## src/hw/rtl/gsg_pkg.sv

```systemverilog
// Shared types, constants and tables for the Gaussian/Sobel gradient unit.
// Used by the controller, the datapath and the top level; depends on nothing.
`default_nettype none

package gsg_pkg;

   localparam int DEF_MAX_WIDTH = 1024;
   localparam int ROW_W         = 13;
   localparam int MAX_HEIGHT    = 4096;
   localparam int MIN_DIM       = 8;
   localparam int IN_ROWS       = 5;
   localparam int BLUR_ROWS     = 3;
   localparam int CSR_DATA_W    = 13;
   localparam logic [10:0] RESET_WIDTH  = 11'd512;
   localparam logic [12:0] RESET_HEIGHT = 13'd512;

   // Division by 159: multiply by ceil(2^24 / 159) and keep bits 31:24.
   // Exact for every sum the 5x5 kernel can produce.
   localparam logic [16:0] RECIP_159 = 17'd105518;

   typedef enum logic [0:0] {
      CSR_FRAME_WIDTH  = 1'b0,
      CSR_FRAME_HEIGHT = 1'b1
   } csr_index_type;

   typedef enum logic [1:0] {
      DIR_0   = 2'd0,
      DIR_45  = 2'd1,
      DIR_90  = 2'd2,
      DIR_135 = 2'd3
   } dir_code_type;

   typedef enum logic [3:0] {
      ST_IDLE,
      ST_FETCH,
      ST_ACC,
      ST_DIV,
      ST_BLUR,
      ST_GRAD,
      ST_SQUARE,
      ST_PREP,
      ST_ROOT,
      ST_DONE
   } gsg_state_type;

   typedef struct packed {
      logic       load;
      logic       shift_in;
      logic       acc_en;
      logic       div;
      logic       blur;
      logic       grad;
      logic       square;
      logic       root_init;
      logic       root_step;
      logic       finish;
      logic [2:0] step;
   } gsg_cmd_type;

   typedef struct packed {
      logic out_active;
   } gsg_status_type;

   localparam logic [3:0] GAUSS_W [5][5] = '{
      '{4'd2, 4'd4,  4'd5,  4'd4,  4'd2},
      '{4'd4, 4'd9,  4'd12, 4'd9,  4'd4},
      '{4'd5, 4'd12, 4'd15, 4'd12, 4'd5},
      '{4'd4, 4'd9,  4'd12, 4'd9,  4'd4},
      '{4'd2, 4'd4,  4'd5,  4'd4,  4'd2}
   };

   // Reduces a value below ten modulo five.
   function automatic logic [2:0] wrap5(input logic [3:0] v);
      return (v >= 4'd5) ? 3'(v - 4'd5) : v[2:0];
   endfunction

   // Reduces a value below six modulo three.
   function automatic logic [1:0] wrap3(input logic [2:0] v);
      return (v >= 3'd3) ? 2'(v - 3'd3) : v[1:0];
   endfunction

endpackage

`default_nettype wire

```

## src/hw/rtl/gsg_ctrl.sv

```systemverilog
// Sequencer for one item: fetch, blur accumulate, divide, gradient, root, hand-off.
// Uses gsg_pkg for the state, command and status types.
`default_nettype none

module gsg_ctrl import gsg_pkg::*; (
   input  wire logic           clock,
   input  wire logic           reset,
   input  wire logic           req_tvalid,
   output      logic           req_tready,
   output      logic           rsp_tvalid,
   input  wire logic           rsp_tready,
   output      gsg_cmd_type    cmd,
   input  wire gsg_status_type status
);

   gsg_state_type state_ff, state_in;
   logic [2:0]    step_ff, step_in;
   logic          rsp_tvalid_ff, rsp_tvalid_in;
   logic          slot_free;

   assign slot_free = !rsp_tvalid_ff || rsp_tready;

   always_comb begin
      state_in = state_ff;
      step_in  = step_ff;
      case (state_ff)
         ST_IDLE: begin
            if (req_tvalid) begin
               state_in = ST_FETCH;
            end
         end
         ST_FETCH: begin
            state_in = ST_ACC;
            step_in  = 3'd0;
         end
         ST_ACC: begin
            step_in = step_ff + 3'd1;
            if (step_ff == 3'd4) begin
               state_in = ST_DIV;
            end
         end
         ST_DIV:    state_in = ST_BLUR;
         ST_BLUR:   state_in = ST_GRAD;
         ST_GRAD:   state_in = ST_SQUARE;
         ST_SQUARE: state_in = ST_PREP;
         ST_PREP: begin
            state_in = ST_ROOT;
            step_in  = 3'd0;
         end
         ST_ROOT: begin
            step_in = step_ff + 3'd1;
            if (step_ff == 3'd7) begin
               state_in = ST_DONE;
            end
         end
         ST_DONE: begin
            if (!status.out_active || slot_free) begin
               state_in = ST_IDLE;
            end
         end
         default: state_in = ST_IDLE;
      endcase
   end

   always_comb begin
      cmd           = '0;
      cmd.step      = step_ff;
      req_tready    = 1'b0;
      rsp_tvalid_in = rsp_tvalid_ff && !rsp_tready;
      case (state_ff)
         ST_IDLE: begin
            req_tready = 1'b1;
            cmd.load   = req_tvalid;
         end
         ST_FETCH:  cmd.shift_in  = 1'b1;
         ST_ACC:    cmd.acc_en    = 1'b1;
         ST_DIV:    cmd.div       = 1'b1;
         ST_BLUR:   cmd.blur      = 1'b1;
         ST_GRAD:   cmd.grad      = 1'b1;
         ST_SQUARE: cmd.square    = 1'b1;
         ST_PREP:   cmd.root_init = 1'b1;
         ST_ROOT:   cmd.root_step = 1'b1;
         ST_DONE: begin
            if (!status.out_active) begin
               cmd.finish = 1'b1;
            end else if (slot_free) begin
               cmd.finish    = 1'b1;
               rsp_tvalid_in = 1'b1;
            end
         end
         default: cmd = '0;
      endcase
   end

   always_ff @(posedge clock) begin
      if (reset) begin
         state_ff      <= ST_IDLE;
         step_ff       <= 3'd0;
         rsp_tvalid_ff <= 1'b0;
      end else begin
         state_ff      <= state_in;
         step_ff       <= step_in;
         rsp_tvalid_ff <= rsp_tvalid_in;
      end
   end

   assign rsp_tvalid = rsp_tvalid_ff;

endmodule

`default_nettype wire

```

## config.mk

```make
export PLATFORM = sky130hd
export DESIGN_NAME = gsg_ctrl
export DESIGN_NICKNAME = d
export VERILOG_FILES = /design/src/hw/rtl/gsg_pkg.sv /design/src/hw/rtl/gsg_ctrl.sv
export SDC_FILE = /design/constraint.sdc
export NUM_CORES = 1
export LEC_CHECK = 0
export ABC_CLOCK_PERIOD_IN_PS = 2250
export BUFFER_PORTS_ARGS = -buffer_cell sky130_fd_sc_hd__buf_2
export CAP_MARGIN = 20
export CORE_AREA = 5 5 42 44
export CTS_BUF_LIST = sky130_fd_sc_hd__clkbuf_4 sky130_fd_sc_hd__clkbuf_8
export CTS_CLUSTER_SIZE = 20
export DETAILED_ROUTE_END_ITERATION = 10
export DIE_AREA = 0 0 47 49
export PLACE_DENSITY = 0.77
export SETUP_SLACK_MARGIN = 0.4
export SLEW_MARGIN = 30
export SYNTH_ARGS = -nofsm -noshare
export SYNTH_HDL_FRONTEND = slang
export SYNTH_SLANG_ARGS = --single-unit
```

## constraint.sdc

```tcl
create_clock -name clock -period 2.25 [get_ports clock]
set_clock_uncertainty 0.05 [all_clocks]
set_input_delay 0.225 -clock clock [delete_from_list [all_inputs] [get_ports clock]]
set_output_delay 0.225 -clock clock [all_outputs]
set_load 0.02 [all_outputs]
```

# [Word level (Yosys, flattened, before mapping)]
# Cells that the tools add are included.
[totals] output_inout_bits=15 ff_bits=8 wordCells=54 in_bits=5
[op_classes] n_eq_ne=15 mux=23 reduce_logical=12 n_addsub=1
[op_table] op="$pmux 4 s10" count=1
[op_table] op="$eq 4x3->1 const B" count=4
[op_table] op="$mux 1" count=16
[op_table] op="$mux 4" count=4
[op_table] op="$reduce_or 10->1" count=1
[op_table] op="$eq 4x2->1 const B" count=2
[op_table] op="$eq 4x4->1 const B" count=2
[op_table] op="$ne 2x2->1 const B" count=4
[op_table] op="$eq 3x3->1 const B" count=2
[op_table] op="$pmux 3 s2" count=1
[op_table] op="$eq 4x1->1 const B" count=1
[op_table] op="$logic_not 4->1" count=1
[op_table] op="$reduce_and 4->1" count=1
[op_table] op="$reduce_or 2->1" count=2
[op_table] op="$add 3x1->3 const B" count=1
[op_table] op="$logic_not 1->1" count=3
[op_table] op="$mux 3" count=1
[op_table] op="$logic_or 1x1->1" count=2
[op_table] op="$reduce_bool 2->1" count=1
[op_table] op="$logic_and 1x1->1" count=1

# [Depth between registers and ports, before layout]
# Gate-level depths: netlist of the first run.
[logic_depth] depth_word=5 ltp_mapped=5 mapped_depth_nobuf=5

# [Worst setup path after synthesis of the first run]
# Ideal clock, no wire load.
[synth_path] path_type="register -> register" startpoint="register step_ff[0]" endpoint="register step_ff[2]" arrival_ns=1.571 synth_period_minus_slack_ns=1.707 required_time_ns=2.114 slack_ns=0.543 stages_incl_launch_ff=6 cell_sequence="dfxtp_1 ha_1 ha_1 nor4b_1 or4_4 a221oi_2"
[synth_between] elab_chain_len=2
[synth_rtl] element="start, declared" line="gsg_ctrl.sv:17" text="logic [2:0] step_ff, step_in;"
[synth_rtl] element="start signal, assigned" line="gsg_ctrl.sv:102" text="step_ff <= step_in;"
[synth_rtl] element="$add 3x1->3" line="gsg_ctrl.sv:37, gsg_ctrl.sv:51"
[synth_rtl] element="$pmux 3 s2" line="gsg_ctrl.sv:26" text="case (state_ff)"
# Every way passes these cells.
# A chain may end at the register's enable or synchronous reset.

# [Worst setup path in the final report of the first run]
# Ends and elaborated chain as after synthesis.

==> impl_results.md, run 1 <==
* Status: complete, no violations
* CTS Buf Count at 3
* Peak VDD IR at 0.272 mV
* DRT iter0 DRCs at 25
* # clock sinks at 8
* Number of diodes at 0
* Core area at 1400 um^2
* Synth warn at 0
* Nets at 112
* Skew-Pair Late Insertion Delay at 0.26 ns
* Grt ovf at 0
* Vias per inst at 5.93
* Fmax at 569 MHz
* # H-tree levels at 1
* Post-synth EDFFs at 0
* Die X at 47 um
* Synth top area cells: dfxtp_1, nor2_1, ha_1, inv_1, o21ai_0
* Via count at 700
* Tightest Hold Check Type: input pin to flop
* Initial antenna violation count at 0
* Period minus WS final at 1.76 ns
* Reg area at 169 um^2
* Final Power at 0.000440 W
* Design Area, Final at 774 um^2
* Sw Ratio at 37.5%
* Post-route ant nets at 0
* Sequential-to-total area share from yosys stat at 24.5%
* Largest net degree at the start of global routing at 18
* R2r setup slk at 0.49 ns
* CTS tree: built
* Clk pwr share at 26.8%
* Clk buf depth at 2
* P_int at 0.000275 W
* Setup TNS at 0 ns
* Final Cycle Share at 78.1%
* Layout area overhead at 18.6%
* Starting Density at 46.6%
* P_leak at 0.353 nW
* Final Max Slew Viols at 0
* Top Ports at 20
* CP Capture Type: flop
* Most frequent cells in the layout: buf_2, nor2_1, inv_1
* Sw power at 0.000165 W
* Hold Fails Final Rpt at 0
* First-pass GRT wire length at 2.78 mm
* DRC at 0
* Top cell type's share of synthesized area at 24.5%
* Part of the power in registers at 41.2%
* Logic pwr share at 32.0%
* Max cap viols at 0
* Port buffer count at 19
* Post-CTS Setup Inserts at 0
* Slew headroom at 75.7%
* Endpoints failing setup at 0
* DIE HEIGHT at 49 um
* Most common cell after layout, fill and taps aside: buf_2
* Post-Syn Area at 653 um^2
* Cell variety after synth at 40
* Full die area at 2300 um^2
* Overall routed net length at 1.75 mm
* Critical Path RT at 2.38 ns
* Crit path kind: flop to flop
* Share of layout cells above drive strength 1 at 32.4%
* Hpwl dp at 1.19 mm
* Clk slew on worst S/H paths at 0.06 ns
* Hold slack at 0.183 ns
* Drt pass-1 iters at 4
* Cells after Synth at 85
* Vias in the first global route at 659
* CP arrival at 1.89 ns
* Multi-input logic area at 434 um^2
* WL/cell at 14.9 um
* Syn Area/Cell at 7.68 um^2
* Placement Cell Area at 743 um^2
* Rows at 14
* Startpoint types: flop
* Top FF cell, synth: dfxtp_1
* Synthesized flop and latch total at 8
* CTS Hold Buffers Added at 0
* CTS root buffer: clkbuf_4
* Gpl congestion at 0.905
* CP max FO at 7
* Unrepaired setup endpoints after global routing: false
* PwrDens at 568 nW/um^2
* Post-Syn Nets at 93
* Total GRT Usage at 16.2%
* Cell taking the most area after synthesis: dfxtp_1
* Final core utilization at 55.3%
* FILL cells at 145
* Measured slew at the worst slew-check pin at 0.355 ns
* Async S/R FF share, synth at 0%
-- sequential cells by signal, indices dropped and copies added, names as in the netlist --
register	cells
state_ff	4
step_ff	3
rsp_tvalid	1
-- per-layer routing --
metal | part of all wire (%) | vias up | track usage, % | wire length [um]
met5 | 0 | - | 0 | 0
met2 | 52 | 26 | 25.3 | 907
met3 | 6.8 | 4 | 2.21 | 120
met1 | 39 | 327 | 19.6 | 683
li1 | - | 343 | - | -
met4 | 2.4 | 0 | 10.6 | 42
-- power by group through the flow --
stage	clock network, W	logic [W]	registers, W
floorplan	0	0.000120	0.000165
global placement	0	0.000137	0.000181
detailed placement	0	0.000139	0.000182
CTS	0.000119	0.000140	0.000180
global route	0.000127	0.000153	0.000185
finish	0.000118	0.000141	0.000181
-- per-stage QoR --
step | std cells | setup slack (ns)
after CTS | 118 | 0.436
final | 118 | 0.493
after global placement | 115 | 0.492
after detailed placement | 115 | 0.458
after floorplan | 85 | 0.543
after global routing | 118 | 0.404
-- logic make-up (layout without fill, tap and decap cells) --
group	count (synthesis)	in the layout	synth area share, %
simple gates	38	38	33.3
xor+xnor	1	1	1.34
buf+inv	13	30	9.00
flops	8	8	24.5
compound gates	22	22	26.1
fa+ha+maj	3	3	5.75
-- synthesized netlist by cell type (3+ instances only) --
cell type	count
inv_1	7
nand2_1	3
nor2_1	11
o21ai_0	5
dfxtp_1	8
and2_1	3
ha_1	3
nand2b_1	3
nor3_1	3
-- critical path: stages, from the launching register on --
cell and delay (ns):
dfxtp_4 0.36, ha_1 0.19, ha_1 0.29, nor4b_1 0.05
or4_4 0.48, a221oi_2 0.24
-- repair_timing --
item | in CTS | in global routing
setup endpoints to repair | 2 | 2
resized for setup | 2 | 4
pin swaps | 0 | 1
-- cell type report --
| type | instances | area share, % |
|---|---|---|
| repair buffers | 20 | 13.2 |
| clock buffers | 3 | 2.91 |
| well taps | 16 | 2.58 |
| flip-flops and latches | 8 | 21.8 |
| inverters | 7 | 3.39 |
| multi-input cells | 64 | 56.1 |
-- final timing paths --
kind / depth (start not counted) / end / startpoint
min reg2reg: 2 / step_ff[1]$_SDFFE_PP0P_ / step_ff[1]$_SDFFE_PP0P_
max reg2reg: 5 / step_ff[2]$_SDFFE_PP0P_ / step_ff[0]$_SDFFE_PP0P_
min: 3 / rsp_tvalid$_SDFF_PP0_ / status
max: 5 / step_ff[2]$_SDFFE_PP0P_ / step_ff[0]$_SDFFE_PP0P_
Power figures use the tool's default switching activity.
==> run 2, diff against run 1 <==
- ABC_CLOCK_PERIOD_IN_PS: 2250 -> 1650
- clock period: 2.25 -> 1.65 ns (I/O delays scaled with it)
==> impl_results.md, run 2 <==
* Status: stopped before the end (was complete, no violations)
* Fail Step: global routing (5_1_grt)
* Err: [ERROR DPL-0038] Utilization greater than 100%, impossible to legalize
* Top Ports at 20 (unchanged)
* Hpwl dp at 1.31 mm (was 1.19 mm)
* Post-synth EDFFs at 0 (unchanged)
* Synth top area cells: dfxtp_1, nor2_1, ha_1, inv_1, o21ai_0 (unchanged)
* Gpl congestion at 0.858 (was 0.905)
* Rows at 14 (unchanged)
* Synth warn at 0 (unchanged)
* DIE HEIGHT at 49 um (unchanged)
* Async S/R FF share, synth at 0% (unchanged)
* Clk buf depth at 2 (unchanged)
* # clock sinks at 8 (unchanged)
* Sequential-to-total area share from yosys stat at 24.5% (unchanged)
* Post-Syn Area at 653 um^2 (unchanged)
* # H-tree levels at 1 (unchanged)
* Top cell type's share of synthesized area at 24.5% (unchanged)
* Most numerous cell in the Yosys netlist: nor2_1 (unchanged)
* Post-Syn Nets at 93 (unchanged)
* Cell variety after synth at 40 (unchanged)
* Worst endpoint, post-GRT repair: step_ff[2]$_SDFFE_PP0P_/D
* Cell taking the most area after synthesis: dfxtp_1 (unchanged)
* Port buffer count at 19 (unchanged)
* Synthesized flop and latch total at 8 (unchanged)
* Post-synth top cells: nor2_1, dfxtp_1, inv_1 (unchanged)
* Syn Area/Cell at 7.68 um^2 (unchanged)
* Top FF cell, synth: dfxtp_1 (unchanged)
* Cells after Synth at 85 (unchanged)
* Die X at 47 um (unchanged)
* Starting Density at 46.6% (unchanged)
* WEP type: register data pin
* CTS Buf Count at 3 (unchanged)
* Largest net degree at the start of global routing at 10
* CTS root buffer: clkbuf_4 (unchanged)
[run 2: logic make-up after synthesis]
| kind of cell | count (synthesis) | synth area share (%) |
|---|---|---|
| and+or+nand+nor | 38 | 33.3 |
| AOI/OAI and AO/OA | 22 | 26.1 |
| DFF | 8 | 24.5 |
| adders and majority gates | 3 | 5.75 |
| xor gates and xnor gates | 1 | 1.34 |
| buffers and inverters | 13 | 9.00 |
[run 2: timing repair]
item,in CTS
endpoints found under the hold margin,0
setup buffers,15
hold buffers,0
endpoints found under the setup margin,21
pin swaps,9
gates cloned,0
resized for setup,52
[run 2: per-stage QoR]
step | util (%) | std cells | worst slack, ns | cell area (um^2)
floorplan | - | 85 | 0.0956 | 713
global placement | 59.7 | 120 | 0.0649 | 837
detailed placement | 59.7 | 120 | 0.0269 | 837
CTS | 82.8 | 139 | 0.0212 | 1160
==> run 3, diff against run 2 <==
- CORE_AREA: 5 5 42 44 -> 5 5 66 68
- CTS_BUF_LIST: sky130_fd_sc_hd__clkbuf_4 sky130_fd_sc_hd__clkbuf_8 -> not set
- CTS_CLUSTER_SIZE: 20 -> not set
- DIE_AREA: 0 0 47 49 -> 0 0 71 73
- PLACE_DENSITY: 0.77 -> not set
- PLACE_DENSITY_LB_ADDON: not set -> 0.15
- SETUP_SLACK_MARGIN: 0.4 -> not set
==> impl_results.md, run 3 (same netlist as run 1, synthesis figures left out) <==
* Crit path kind: flop to primary output
* Final Max Slew Viols at 0
* Rows at 23 (was 14)
* PwrDens at 735 nW/um^2
* Overall routed net length at 2.05 mm
* Grt ovf at 0
* DIE HEIGHT at 73 um (was 49 um)
* Nets at 123
* Clk buf depth at 2 (unchanged)
* Part of the power in registers at 32.9%
* Vias per inst at 4.37
* CTS root buffer: clkbuf_8 (was clkbuf_4)
* R2r setup slk at 0.06 ns
* Period minus WS final at 1.60 ns
* Sw power at 0.000239 W
* Drt pass-1 iters at 4
* Fmax at 627 MHz
* Measured slew at the worst slew-check pin at 0.400 ns
* Slew headroom at 72.7%
* Skew-Pair Late Insertion Delay at 0.22 ns
* Startpoint types: flop
* Max cap viols at 0
* Initial antenna violation count at 0
* CTS tree: built
* CP arrival at 1.38 ns
* Die X at 71 um (was 47 um)
* Logic pwr share at 34.5%
* Status: complete, no violations (was stopped before the end)
* # clock sinks at 8 (unchanged)
* DRT iter0 DRCs at 16
* Hpwl dp at 1.61 mm (was 1.31 mm)
* Sw Ratio at 33.2%
* DRC at 0
* Critical Path RT at 1.43 ns
* Tightest Hold Check Type: input pin to flop
* Finished Layout Cells at 163
* Gpl congestion at 0.700 (was 0.858)
* Full die area at 5180 um^2
* Hold slack at 0.162 ns
* Core area at 3800 um^2
* FF-to-FF Start: step_ff[1]$_SDFFE_PP0P_
* Endpoints failing setup at 0
* Top Ports at 20 (unchanged)
* Layout area overhead at 49.8%
* CTS Hold Buffers Added at 0 (unchanged)
* First-pass GRT wire length at 3.45 mm
* CP max FO at 9
* # H-tree levels at 1 (unchanged)
* Starting Density at 17.2% (was 46.6%)
* Number of diodes at 0
* WL/cell at 12.5 um
* Clk slew on worst S/H paths at 0.04 ns
* Post-CTS Setup Inserts at 0 (was 15)
* Max FFs per register at 4
* CP Capture Type: primary output
* CTS Buf Count at 3 (unchanged)
* P_leak at 0.418 nW
* Register bank with the most flops: state_ff
* Most frequent cells in the layout: buf_2, buf_4, nor2_1
* Worst setup path end: cmd[3]
* Via count at 713
* Hold Fails Final Rpt at 0
* Crit path from: state_ff[1]$_SDFFE_PP0P_
* Clk pwr share at 32.6%
* Hold path depth at 3
* P_int at 0.000480 W
* Share of layout cells above drive strength 1 at 44.2%
* Largest net degree at the start of global routing at 13
* Post-route ant nets at 0
* Vias in the first global route at 758
* Peak VDD IR at 0.260 mV
* Total GRT Usage at 8.36%
* Most common cell after layout, fill and taps aside: buf_2
* Unrepaired setup endpoints after global routing: true
* Worst R2R Path Depth at 5
* Final Cycle Share at 96.7%
* Reg-to-reg endpoint: step_ff[2]$_SDFFE_PP0P_
* Port buffer count at 19 (unchanged)
* Placed insts at 160 (was 120)
run 3: critical path, stage by stage, from the launching register on:
cell,delay (ns)
dfxtp_2,0.41
buf_4,0.18
and4bb_2,0.26
a21boi_2,0.15
buf_4,0.16
run 3: stage by stage:
step	setup slack (ns)	utilization (%)	instance area, um^2	power [W]	TNS (ns)
after floorplan	0.00104	-	657	0.000389	0
after global placement	-0.0359	23.0	872	0.000474	-0.0544
after detailed placement	-0.0541	23.0	872	0.000470	-0.0541
after CTS	0.00719	24.9	946	0.000715	0
after global routing	-0.0140	25.8	978	0.000766	-0.0140
final	0.0545	25.8	978	0.000719	0
run 3: worst min path at each step:
stage,from,to,slack [ns]
floorplan,status,rsp_tvalid$_SDFF_PP0_,0.26
global placement,status,rsp_tvalid$_SDFF_PP0_,0.37
detailed placement,status,rsp_tvalid$_SDFF_PP0_,0.38
CTS,status,rsp_tvalid$_SDFF_PP0_,0.14
global route,status,rsp_tvalid$_SDFF_PP0_,0.18
finish,status,rsp_tvalid$_SDFF_PP0_,0.16
run 3: power by group through the flow:
stage	clock, W	combinational, W	sequential [W]
global placement	0	0.000239	0.000235
CTS	0.000241	0.000239	0.000235
finish	0.000234	0.000248	0.000237
detailed placement	0	0.000236	0.000234
floorplan	0	0.000163	0.000226
global route	0.000252	0.000274	0.000239
run 3: per-layer routing:
metal  vias up  share of wire [%]  track usage, %
li1        370                  -               -
met2        13                 51            14.7
met4         0                1.5            3.76
met5         -                  0               0
met3         2                2.6            1.65
met1       328                 45            9.79
run 3: final cells by class:
class | count | area [um^2]
fillers | 432 | 2820
multi-input cells | 64 | 489
repair buffers | 31 | 188
flip-flops and latches | 8 | 171
well taps | 50 | 62.6
clock buffers | 3 | 41.3
inverters | 7 | 26.3
run 3: what timing repair did:
item | CTS | global route
endpoints found under the setup margin | 11 | 4
pin swaps | 2 | 2
resized for setup | 8 | 8
==> run 4, diff against run 3 <==
- RECOVER_POWER: not set -> 25
==> impl_results.md, run 4 (same netlist as run 1, synthesis figures left out) <==
* Status: complete, no violations (unchanged)
* CP Capture Type: primary output (unchanged)
* Max cap viols at 0 (unchanged)
* Endpoints failing setup at 0 (unchanged)
* Peak VDD IR at 0.260 mV (about the same)
* DRT iter0 DRCs at 16 (unchanged)
* Startpoint types: flop (unchanged)
* FF-to-FF Start: step_ff[1]$_SDFFE_PP0P_ (unchanged)
* CTS Hold Buffers Added at 0 (unchanged)
* Reg-to-reg endpoint: step_ff[2]$_SDFFE_PP0P_ (unchanged)
* Die X at 71 um (unchanged)
* PwrDens at 736 nW/um^2 (was 735 nW/um^2)
* Hold Fails Final Rpt at 0 (unchanged)
* Clk slew on worst S/H paths at 0.04 ns (about the same)
* Most common cell after layout, fill and taps aside: buf_2 (unchanged)
* Vias in the first global route at 758 (unchanged)
* Final Cycle Share at 96.7% (about the same)
* Post-route ant nets at 0 (unchanged)
* Port buffer count at 19 (unchanged)
* Skew-Pair Late Insertion Delay at 0.22 ns (about the same)
* Top Ports at 20 (unchanged)
* Period minus WS final at 1.60 ns (about the same)
* Via count at 713 (unchanged)
* Unrepaired setup endpoints after global routing: true (unchanged)
* DIE HEIGHT at 73 um (unchanged)
* Starting Density at 17.2% (unchanged)
* Nets at 123 (unchanged)
* Hold slack at 0.162 ns (about the same)
* Full die area at 5180 um^2 (unchanged)
* Final Max Slew Viols at 0 (unchanged)
* Clk buf depth at 2 (unchanged)
* Total GRT Usage at 8.36% (unchanged)
* Crit path kind: flop to primary output (unchanged)
* First-pass GRT wire length at 3.45 mm (unchanged)
* Post-CTS Setup Inserts at 0 (unchanged)
* Hpwl dp at 1.61 mm (unchanged)
* Worst R2R Path Depth at 5 (unchanged)
* Measured slew at the worst slew-check pin at 0.400 ns (unchanged)
* Grt ovf at 0 (unchanged)
* Max FFs per register at 4 (unchanged)
* Overall routed net length at 2.05 mm (unchanged)
* Final Power at 0.000719 W (about the same)
* Gpl congestion at 0.700 (unchanged)
* CTS tree: built (unchanged)
* Tightest Hold Check Type: input pin to flop (unchanged)
* Number of diodes at 0 (unchanged)
* Share of layout cells above drive strength 1 at 43.4% (was 44.2%)
* Initial antenna violation count at 0 (unchanged)
* Critical Path RT at 1.43 ns (about the same)
* # H-tree levels at 1 (unchanged)
* Slew headroom at 72.7% (unchanged)
* CP max FO at 9 (unchanged)
* Drt pass-1 iters at 4 (unchanged)
* Vias per inst at 4.37 (unchanged)
* WL/cell at 12.5 um (unchanged)
* FILL cells at 432 (unchanged)
* Hold path depth at 3 (unchanged)
* Rows at 23 (unchanged)
* Reg area at 171 um^2 (unchanged)
* Most frequent cells in the layout: buf_2, buf_4, nor2_1 (unchanged)
* Largest net degree at the start of global routing at 13 (unchanged)
* Fmax at 627 MHz (about the same)
* CP arrival at 1.38 ns (about the same)
* Hold wc startpoint: status (unchanged)
* Multi-input logic area at 489 um^2 (unchanged)
* Core area at 3800 um^2 (unchanged)
* Register bank with the most flops: state_ff (unchanged)
* Final core utilization at 25.7% (was 25.8%)
* R2r setup slk at 0.06 ns (about the same)
* P_leak at 0.414 nW (was 0.418 nW)
* CTS Buf Count at 3 (unchanged)
* # clock sinks at 8 (unchanged)
* CTS root buffer: clkbuf_8 (unchanged)
* WHS Endpoint: rsp_tvalid$_SDFF_PP0_ (unchanged)
* DRC at 0 (unchanged)
* Layout area overhead at 49.6% (was 49.8%)
[run 4: repair_timing]
item                                    CTS  global route
gates resized for setup                   8             8
pin swaps                                 2             2
endpoints found under the setup margin   11             4
[run 4: how the worst max path moves through the flow]
| stage | start | cells past startpoint | endpoint |
|---|---|---|---|
| detailed placement | step_ff[0]$_SDFFE_PP0P_ | 5 | step_ff[2]$_SDFFE_PP0P_ |
| finish | state_ff[1]$_SDFFE_PP0P_ | 4 | cmd[3] |
| global placement | state_ff[2]$_SDFFE_PP0P_ | 3 | step_ff[0]$_SDFFE_PP0P_ |
| CTS | state_ff[1]$_SDFFE_PP0P_ | 4 | cmd[3] |
| global route | step_ff[1]$_SDFFE_PP0P_ | 5 | step_ff[2]$_SDFFE_PP0P_ |
| floorplan | step_ff[1]$_SDFFE_PP0P_ | 5 | step_ff[2]$_SDFFE_PP0P_ |
[run 4: power by group]
part / leakage (nW) / internal, W / switching (W)
sequential: 0.0678 / 0.000210 / 0.0000263
clock: 0.0216 / 0.000158 / 0.0000764
combinational: 0.325 / 0.000112 / 0.000136
total: 0.414 / 0.000480 / 0.000239
[run 4: layout make-up]
class / count / area share [%]
Clock buffer: 3 / 4.23
Inverter: 7 / 2.69
Multi-Input combinational cell: 64 / 50.1
Sequential cell: 8 / 17.5
Tap cell: 50 / 6.40
Timing Repair Buffer: 31 / 19.1
[run 4: worst max-delay path, stage by stage (launching register included)]
cell	delay, ns
dfxtp_2	0.41
buf_4	0.18
and4bb_2	0.26
a21boi_2	0.15
buf_4	0.16
[run 4: metal layers]
metal	global-route usage (%)	vias to the layer above	share of wire, %
met1	9.79	328	45
met3	1.65	2	2.6
met5	0	-	0
met2	14.7	13	51
li1	-	370	-
met4	3.76	0	1.5
[run 4: stage by stage]
step | cell area (um^2) | cells | setup TNS (ns) | setup slack [ns]
5_1_grt | 977 | 163 | -0.0140 | -0.0140
2_1_floorplan | 657 | 85 | 0 | 0.00104
6_report | 977 | 163 | 0 | 0.0545
3_3_place_gp | 872 | 160 | -0.0544 | -0.0359
4_1_cts | 946 | 163 | 0 | 0.00719
3_5_place_dp | 872 | 160 | -0.0541 | -0.0541
